--- src/design/grid_dda_ray_cast_assert.svh ---
// Assertion macros shared by the ray caster modules.
`ifndef GRID_DDA_RAY_CAST_ASSERT_SVH
`define GRID_DDA_RAY_CAST_ASSERT_SVH

// Checked while out of reset.
`define GDR_ASSERT(lbl, prop, msg) \
  lbl: assert property (@(posedge clk_i) disable iff (!rst_ni) prop) else $error(msg);

// Checked on every edge, reset included.
`define GDR_ASSERT_ALWAYS(lbl, prop, msg) \
  lbl: assert property (@(posedge clk_i) prop) else $error(msg);

`endif

--- src/design/gdr_mul.sv ---
module gdr_mul (
  input  logic        clk_i,
  input  logic [31:0] a_i,
  input  logic [31:0] b_i,
  output logic [63:0] p_o
);
  logic [63:0] p_q;

  always_ff @(posedge clk_i) begin
    p_q <= 64'(a_i) * 64'(b_i);
  end

  assign p_o = p_q;
endmodule

--- config.mk ---
export PLATFORM = sky130hd
export DESIGN_NAME = gdr_mul
export DESIGN_NICKNAME = d
export VERILOG_FILES = /design/src/design/grid_dda_ray_cast_assert.svh /design/src/design/gdr_mul.sv
export SDC_FILE = /design/constraint.sdc
export NUM_CORES = 2
export LEC_CHECK = 0
export ABC_AREA = 0
export BUFFER_PORTS_ARGS = -buffer_cell sky130_fd_sc_hd__buf_2
export CAP_MARGIN = 25
export CORE_MARGIN = 3
export CORE_UTILIZATION = 54
export CTS_BUF_LIST = sky130_fd_sc_hd__clkbuf_16
export CTS_CLUSTER_SIZE = 20
export DETAILED_ROUTE_END_ITERATION = 16
export PLACE_DENSITY_LB_ADDON = 0.15
export SLEW_MARGIN = 30
export SYNTH_ARGS = -nofsm -noshare
export SYNTH_HDL_FRONTEND = slang
export SYNTH_SLANG_ARGS = --single-unit
--- constraint.sdc ---
create_clock -name clk_i -period 15.18 [get_ports clk_i]
set_clock_uncertainty 0.05 [all_clocks]
set_input_delay 0.759 -clock clk_i [delete_from_list [all_inputs] [get_ports clk_i]]
set_output_delay 0.759 -clock clk_i [all_outputs]
set_load 0.02 [all_outputs]
==> run_results.csv <==
group,metric,value,unit
outcome,run_status,"completed",
finish,areaGrowthSynthToFinish,3.57,%
placement,gp_routability_congestion,0.891,
route,count_of_nets_left_with_antenna_violations_after_detail_routing,0,
sta,achievable-frequency,118,MHz
synth,yosys_warnings,0,
cts,tritoncts_num_sinks,64,
min_path,hold_path_end,"p_o[0]",
synth,synth_most_common_cell,"sky130_fd_sc_hd__fa_1",
global_routing,antenna_found_initial,0,
min_path,hp-class,"in2reg",
route,route.detailed.vias_per_inst,5.41,
floorplan,rows,92,
floorplan,fp.dieH,259,µm
setup_path,worstPathBufferInverterCount,6,
sta,whs,1.03,ns
synth,synth-main-ff-cell,"sky130_fd_sc_hd__dfxtp_1",
synth,synth.top_cell.area_share,51.7,%
setup_path,crit_path_cell_trace,"buf_2, nand2_1, fa_1, inv_1, fa_1, inv_1, fa_1, inv_1, fa_1, fa_1, fa_1, fa_1, inv_1, fa_1, inv_1, ha_1, nand4_1, or4_1, or3_1, a31oi_1, a31o_2, a211oi_1, o21ai_1, xor2_1",
min_path,worst_hold_path.num_cells,2,
cts,cts-resized-gates,0,
sta,tightestPinTransition,0.843,ns
finish,final_net_count,4897,
synth,leading_area_contributor_after_synthesis,"sky130_fd_sc_hd__fa_1",
global_routing,grt_use_total,28.8,%
global_routing,wire_length_of_the_first_global_routing_pass,149000,µm
setup_path,crit_fanout,32,
cts,path_clk_slew,0.06,ns
placement,placement.cell_area,0.0356,mm²
synth,synth.avg_cell_area,9.25,µm²
placement,detailedPlacementHpwl,72400,µm
setup_path,critPathLaunchType,"primary input",
global_routing,grt_overflow_total,0,
route,vias,24500,
synth,ys_ff_latch,64,
synth,post_synth_inst_count,3748,
synth,synth.yosys.seq_area_share,3.69,%
synth,netlist_top_cells_count,"sky130_fd_sc_hd__fa_1 (896), sky130_fd_sc_hd__inv_1 (865), sky130_fd_sc_hd__and2_1 (602)",
route,finalWirelength,91600,µm
cts,total_number_of_h_tree_levels,3,
sta,layout_min_cycle_time,8.46,ns
cts,holdBufCountCts,0,
finish,post-route-cell-area,0.0359,mm²
synth,synth_cell_type_count,57,
synth,synth_enable_flop_cells,0,
floorplan,start_util,54.8,%
sta,timing_hold_violations_final,0,
floorplan,core,0.0633,mm²
route,dr.pass1.iters,5,
cts,cts_setup_buffers,0,
synth,netlist_top_cells_area,"sky130_fd_sc_hd__fa_1 (52%), sky130_fd_sc_hd__and2_1 (11%), sky130_fd_sc_hd__ha_1 (9.5%)",
finish,largest_register_ffs,64,
synth,synth.net_count,4972,
finish,drive_gt1_share,4.51,%
placement,io_buffer_count,128,
global_routing,vias_in_the_first_global_route,27300,
sta,timing.slew.headroom,43.8,%
route,drt_iter0_drc,1250,
placement,detailedPlace.worstSlack,6.48,ns
floorplan,die_width,259,µm
cts,max-clock-path-buffers,2,
setup_path,critical_path.slowest_cell,"sky130_fd_sc_hd__buf_2",
global_routing,grt_max_degree,33,
setup_path,worst_ep_required_time,15.39,ns
setup_path,worst_path_dominant_cell_family,"adder cells",
synth,ys_async_sr_fraction,0,%
setup_path,crit_top_cell,"sky130_fd_sc_hd__fa_1",
sta,timing_max_transition_violations_final,0,
sta,setup_repair_after_global_routing_missed_its_margin,"no",
sta,post-route-period-util,55.7,%
setup_path,timing_worst_setup_path_type,"in2reg",
cts,clk_root_buffer_cell,"sky130_fd_sc_hd__clkbuf_16",
cts,cts_tree,"built",
synth,netlist_area,0.0347,mm²
setup_path,worstPathArrival,8.67,ns
setup_path,nature_of_the_critical_path_endpoint,"flip-flop",
cts,cts_buffers,9,
floorplan,num_io_pins,129,
sta,layout_setup_ws,6.72,ns
flow_run,timing.max_cap.violations,0,
floorplan,design.die.area,0.0673,mm²
min_path,timing.hold.worst.start,"b_i[0]",
sta,setup_total_negative_slack,0,ns
sta,count_of_endpoints_failing_setup_in_the_final_report,0,
route,drc,0,
setup_path,crit_path_max_incr_delay,0.59,ns
route,route.detailed.wl_per_inst,20.2,µm
[per-stage QoR]
stage | util [%] | cells
floorplan | - | 3748
global placement | 56.2 | 4508
detailed placement | 56.2 | 4508
CTS | 56.7 | 4524
global route | 56.7 | 4524
finish | 56.7 | 4527
[cells by family after synthesis]
kind of cell	count (synthesis)	synth area share, %
simple gates	1177	17.6
fa+ha+maj	1159	61.2
buf+inv	1085	11.8
compound gates	202	4.15
flops	64	3.69
xor+xnor	60	1.52
mux	1	0.0289
[area by class of cell]
type	count	area (µm²)
antenna	3	7.51
clock buffer	9	225
clock inverter	7	95.1
fill	5827	27400
inverter	865	3250
multi-input combinational	2599	29300
sequential	64	1280
tap	846	1060
timing repair buffer	134	686
[how the worst max path moves through the flow]
stage / cells after the start / start / slack, ns / end
final: 24 / a_i[25] / 6.72 / p_o[62]
after global routing: 24 / a_i[25] / 6.34 / p_o[62]
after CTS: 24 / a_i[25] / 6.81 / p_o[62]
after detailed placement: 24 / a_i[25] / 6.48 / p_o[62]
after global placement: 24 / a_i[25] / 6.63 / p_o[62]
after floorplan: 25 / a_i[25] / 7.62 / p_o[62]
[metal layers]
| metal | vias to the layer above | global-route usage (%) | routed length [µm] |
|---|---|---|---|
| met2 | 605 | 52.5 | 48700 |
| met5 | - | 0 | 0 |
| li1 | 10700 | - | - |
| met1 | 13000 | 35.5 | 35400 |
| met4 | 0 | 11.3 | 4260 |
| met3 | 193 | 2.10 | 3270 |
[cells in the final DEF (no fill, tap or decap), drive strengths merged, types with 14 or more instances in the layout]
master,n
buf,134
ha,263
a21o,40
and3,14
dfxtp,64
inv,867
xor2,25
and2,602
nand2,480
fa,896
o21ai,26
a21oi,66
nor2,20
xnor2,35
nand4,23
Power is not shown: default switching activity piles up to over one toggle a cycle in this logic, so the estimate is an artifact.
