<file path="config.mk">
export PLATFORM = sky130hd
export DESIGN_NAME = gdr_div
export DESIGN_NICKNAME = d
export VERILOG_FILES = /design/src/design/gdr_pkg.sv /design/src/design/gdr_div.sv
export VERILOG_INCLUDE_DIRS = /design/src /design/src/design
export SDC_FILE = /design/constraint.sdc
export NUM_CORES = 1
export LEC_CHECK = 0
export BUFFER_PORTS_ARGS = -buffer_cell sky130_fd_sc_hd__buf_4
export CORE_ASPECT_RATIO = 2
export CORE_MARGIN = 2
export CORE_UTILIZATION = 50
export CTS_CLUSTER_DIAMETER = 60
export DETAILED_ROUTE_END_ITERATION = 8
export GPL_ROUTABILITY_DRIVEN = 0
export PLACE_DENSITY_LB_ADDON = 0.08
export SLEW_MARGIN = 5
export SYNTH_ARGS = -nofsm -noshare
export SYNTH_HDL_FRONTEND = slang
export SYNTH_SLANG_ARGS = --single-unit
</file>
<file path="constraint.sdc">
create_clock -name clk_i -period 3.2 [get_ports clk_i]
set_input_delay 0.16 -clock clk_i [delete_from_list [all_inputs] [get_ports clk_i]]
set_output_delay 0.16 -clock clk_i [all_outputs]
set_load 0.05 [all_outputs]
</file>
<file path="src/design/grid_dda_ray_cast_assert.svh">
// Assertion macros shared by the ray caster modules.
`ifndef GRID_DDA_RAY_CAST_ASSERT_SVH
`define GRID_DDA_RAY_CAST_ASSERT_SVH

// Checked while out of reset.
`define GDR_ASSERT(lbl, prop, msg) \
  lbl: assert property (@(posedge clk_i) disable iff (!rst_ni) prop) else $error(msg);

// Checked on every edge, reset included.
`define GDR_ASSERT_ALWAYS(lbl, prop, msg) \
  lbl: assert property (@(posedge clk_i) prop) else $error(msg);

`endif

</file>
<file path="src/design/gdr_pkg.sv">
package gdr_pkg;

  localparam int IN_TDATA_W  = 88;
  localparam int OUT_TDATA_W = 48;
  localparam int DIV_W       = 48;
  localparam int DVS_W       = 16;

  localparam int SINE_TABLE_DEPTH = 1024;

  localparam logic [31:0] POLY_A      = 32'd1686629694;
  localparam logic [31:0] POLY_B      = 32'd688904926;
  localparam logic [31:0] POLY_C      = 32'd76016958;
  localparam logic [16:0] DIST_LIMIT  = 17'd93061;
  localparam logic [31:0] QUARTER     = 32'h4000_0000;
  localparam logic [40:0] STEP_SAT    = 41'h100_0000_0000;
  localparam logic [23:0] MASK24      = 24'hFF_FFFF;

  typedef enum logic [1:0] {
    CFG_MAP_W  = 2'd0,
    CFG_MAP_H  = 2'd1,
    CFG_TILE_W = 2'd2,
    CFG_TILE_H = 2'd3
  } cfg_idx_e;

  typedef enum logic {
    ACT_WRITE = 1'b0,
    ACT_CAST  = 1'b1
  } action_e;

  typedef struct packed {
    logic             start;
    logic [DIV_W-1:0] dividend;
    logic [DVS_W-1:0] divisor;
  } div_req_t;

  typedef struct packed {
    logic             done;
    logic [DIV_W-1:0] quot;
  } div_rsp_t;

endpackage

</file>
<file path="src/design/gdr_div.sv">
`include "grid_dda_ray_cast_assert.svh"
module gdr_div (
  input  logic              clk_i,
  input  logic              rst_ni,
  input  gdr_pkg::div_req_t req_i,
  output gdr_pkg::div_rsp_t rsp_o
);
  import gdr_pkg::*;

  localparam int CW = $clog2(DIV_W);

  logic             busy_q;
  logic             done_q;
  logic [CW-1:0]    cnt_q;
  logic [DIV_W-1:0] quot_q;
  logic [DVS_W-1:0] rem_q;
  logic [DVS_W-1:0] dvs_q;
  logic [DVS_W:0]   sh;
  logic             fit;

  assign sh  = {rem_q, quot_q[DIV_W-1]};
  assign fit = sh >= {1'b0, dvs_q};

  always_ff @(posedge clk_i or negedge rst_ni) begin
    if (!rst_ni) begin
      busy_q <= 1'b0;
      done_q <= 1'b0;
      cnt_q  <= '0;
      quot_q <= '0;
      rem_q  <= '0;
      dvs_q  <= '0;
    end else begin
      done_q <= 1'b0;
      if (req_i.start) begin
        busy_q <= 1'b1;
        cnt_q  <= '0;
        quot_q <= req_i.dividend;
        rem_q  <= '0;
        dvs_q  <= req_i.divisor;
      end else if (busy_q) begin
        rem_q  <= fit ? DVS_W'(sh - {1'b0, dvs_q}) : sh[DVS_W-1:0];
        quot_q <= {quot_q[DIV_W-2:0], fit};
        cnt_q  <= cnt_q + 1'b1;
        if (cnt_q == CW'(DIV_W - 1)) begin
          busy_q <= 1'b0;
          done_q <= 1'b1;
        end
      end
    end
  end

  assign rsp_o.done = done_q;
  assign rsp_o.quot = quot_q;

  `GDR_ASSERT(a_start_idle, req_i.start |-> !busy_q, "divide started while busy")
  `GDR_ASSERT(a_start_busy, req_i.start |=> busy_q, "divider did not start")
  `GDR_ASSERT(a_done_idle, rsp_o.done |-> !busy_q, "done raised while busy")
endmodule

</file>
==> results.tsv <==
stage	metric	value	unit
setup_path	Worst Path Required	3.44	ns
die	Initial Util	0.5126	
pwr	Pwr per Cell Area	538.0	mW/mm²
clock_tree	clk slew on worst S/H paths	0.06	ns
synthesis	Main synth FF type	dfrtp_1	
routing	Routed WL	11300	µm
timing	max-slew violation count	0	
clock_tree	CTS buffer count	9	
routing	Pre-antenna DRT Iters	4	
routing	vias after detailed routing	3950	
timing	post-route clock skew	0.006993	ns
synthesis	Cells after Synth	497	
setup_path	CP max stage cell	a21boi_4	
final_layout	FILL cells	813	
routing	# DRC	0	
setup_path	CP peak stage delay	0.46	ns
global_route	initial antenna violation count	0	
global_route	Tot GR Track Use	0.2320	
synthesis	most common cell in the netlist	dfrtp_1	
synthesis	main combinational cell family by area after synthesis	compound AO/OA/AOI/OAI gates	
hold_path	min-delay worst type	in -> reg	
synthesis	Post-synth EDFFs	0	
outcome	status	finished clean	
placed_design	HPWL Detailed	7941	µm
timing	Slew @ Worst Pin	0.9157	ns
placed_design	Post-DP Area	0.005689	mm²
pwr	maximum VDD drop	0.0004493	V
pwr	Clk pwr share	0.382	
clock_tree	Clock Path Buffers	2	
synthesis	post-synthesis adder-cell area fraction	0.04870	
synthesis	area share of the largest cell type after synthesis	0.4609	
synthesis	Cell Area, Synth	0.004778	mm²
timing	endpoints failing setup	0	
die	Die W	73.13	µm
final_layout	final std cells w/o fill	709	
synthesis	Synth cell types	51	
pwr	P_sw	0.9714	mW
timing	fin crit period	2.927	ns
die	Rows	50	
final_layout	synth-to-layout area growth	26.71	%
routing	Iteration-0 DRC Markers	212	
final_layout	share of cells above drive strength 1	0.2397	
synthesis	Synth Area per Inst	9.614	µm²
routing	drt wl/cell	15.94	µm
synthesis	top cells by count, synth	dfrtp_1, nand2_1, o21ai_0, mux2i_1, nor2_1	
final_layout	nets	685	
routing	antenna viol nets, final	0	
setup_path	startpoint types	flip-flop	
clock_tree	CTS tree	done	
pwr	internal power	2.286	mW
die	core area	0.009321	mm²
die	die height	142.3	µm
synthesis	Async SR Flop Fraction	1.000	
timing	Total Neg Setup Slack	0	ns
clock_tree	Root Driver	clkbuf_16	
setup_path	CP Class	reg -> reg	
pwr	switching share of total power	0.2982	
final_layout	Final Cell Area	0.006055	mm²
setup_path	Critical Path Fanout Max	14	
timing	fmax	341.7	MHz
synthesis	Syn Nets	582	
routing	Vias/cell	5.571	
pwr	combinational group share of total power	0.230	
clock_tree	clk sinks	88	
pwr	Lkg Pwr	3.245	nW
synthesis	Compound-Gate Fraction of Synth Area	0.1610	
global_route	GRT overflow	0	
timing	max_slew headroom	0.3895	
placed_design	Port Buffers	115	
placed_design	DP Cell Count	692	
synthesis	top cells by area, synth	dfrtp_1, mux2i_1, o21ai_0	
synthesis	yosys warns	0	
clock_tree	Setup Fix Bufs, Post-CTS	0	
clock_tree	H-tree depth	3	
synthesis	mux cell area share after synthesis	0.1286	
die	I/O pin cnt	116	
timing	Final Hold Vio Count	0	
clock_tree	Worst-Skew Late Latency	0.34	ns
final_layout	n_diodes	0	
setup_path	critical-path cell list	ha_1 > nand4_1 > or3_4 > o31ai_4 > inv_2 > a21boi_4 > mux2_2 > a211oi_1	
synthesis	register bit total from synthesis	88	
pwr	Seq pwr share	0.388	
timing	fin crit share	0.9147	
synthesis	sequential fraction of the synthesis area	0.4609	
global_route	number of global-route vias before repair	4067	
synthesis	Yosys top cell by area	dfrtp_1	
global_route	largest net degree at the start of global routing	76	
global_route	first-pass GRT wire length	18810	µm
setup_path	Critical Path AT	3.16	ns
synthesis	Post-Synth XOR/XNOR Area	0.03116	
timing	unrepaired setup endpoints after global routing	false	
synthesis	simple-gate portion of the synthesized area	0.1288	
setup_path	Worst setup EP type	flip-flop	
flow_run	Max-Cap Viols	0	
die	die area	0.01040	mm²
state kept, by name (all words and copies together) (netlist names):
register	count
busy_q	1
dvs_q	16
done_q	1
cnt_q	6
quot_q	48
rem_q	16
cells by family after synthesis:
family / after synthesis
flops: 88
xor+xnor: 17
simple gates: 138
fa+ha+maj: 18
mux: 61
compound gates: 127
buf+inv: 48
repair_timing:
item | CTS | global route
endpoints found under the hold margin | 69 | 0
hold buffers | 1 | 0
resized for setup | 0 | 0
worst paths after layout:
kind / endpoint / cells after the start / start / slack [ns]
max: rem_q[0]$_DFFE_PN0P_ / 8 / rem_q[4]$_DFFE_PN0P_ / 0.27
min: quot_q[27]$_DFFE_PN0P_ / 3 / req_i[43] / 0.02
max reg2reg: rem_q[0]$_DFFE_PN0P_ / 8 / rem_q[4]$_DFFE_PN0P_ / 0.27
min reg2reg: dvs_q[0]$_DFFE_PN0P_ / 1 / dvs_q[0]$_DFFE_PN0P_ / 0.52
max in group asynchronous: quot_q[40]$_DFFE_PN0P_ / 3 / rst_ni / 1.91
min in group asynchronous: dvs_q[6]$_DFFE_PN0P_ / 2 / rst_ni / 0.46
layer usage:
metal,vias up,GRT usage,share of wire
met3,20,0.05028,0.036
li1,1939,-,-
met2,101,0.4111,0.56
met1,1890,0.2580,0.38
met4,0,0.1023,0.026
met5,-,0,0
critical path, delay by kind of cell (launching register included):
kind / cells / cell delay [ns]
compound gates: 3 / 0.99
simple gates: 2 / 0.55
fa+ha+maj: 1 / 0.42
flops: 1 / 0.40
mux: 1 / 0.39
buf+inv: 1 / 0.07
cell type report:
class / count / area, µm² / area share
Multi-Input combinational cell: 361 / 2381 / 0.3933
Sequential cell: 88 / 2206 / 0.3643
Timing Repair Buffer: 121 / 910.9 / 0.1504
Clock buffer: 12 / 256.5 / 0.04236
Tap cell: 104 / 130.1 / 0.02149
Clock inverter: 4 / 98.84 / 0.01633
Inverter: 19 / 71.32 / 0.01178
power by group through the flow:
stage | Clock (mW) | Sequential [mW] | Combinational, mW
floorplan | 0 | 1.46 | 0.302
global placement | 0 | 1.28 | 0.734
detailed placement | 0 | 1.28 | 0.746
CTS | 1.26 | 1.26 | 0.754
global route | 1.31 | 1.27 | 0.816
finish | 1.25 | 1.26 | 0.749
metrics by stage:
step	hold WS (ns)	power, mW	utilization	worst slack, ns
2_1_floorplan	-0.1356	1.767	-	0.6567
3_3_place_gp	0.3389	2.016	0.6103	0.4065
3_5_place_dp	0.3444	2.030	0.6103	0.3244
4_1_cts	0.01527	3.279	0.6495	0.2977
5_1_grt	0.02724	3.401	0.6495	0.1147
6_report	0.01766	3.257	0.6495	0.2731
cell usage in the layout (no fill, tap or decap), types with 2 or more instances in the layout:
cell type	count
buf_4	120
dfrtp_1	87
nand2_1	76
o21ai_0	70
mux2i_1	58
nor2_1	30
inv_1	18
ha_1	17
a21oi_1	16
a211oi_1	14
xor2_1	10
clkbuf_16	9
xnor2_1	7
nand3_1	5
a21o_1	5
and2_1	4
nand2b_1	4
o21bai_1	4
nor3b_1	4
a31oi_1	3
nand4_1	3
mux2_2	3
bufinv_16	3
nor2b_1	2
a311oi_1	2
clkbuf_8	2
(Power assumes the default switching activity.)
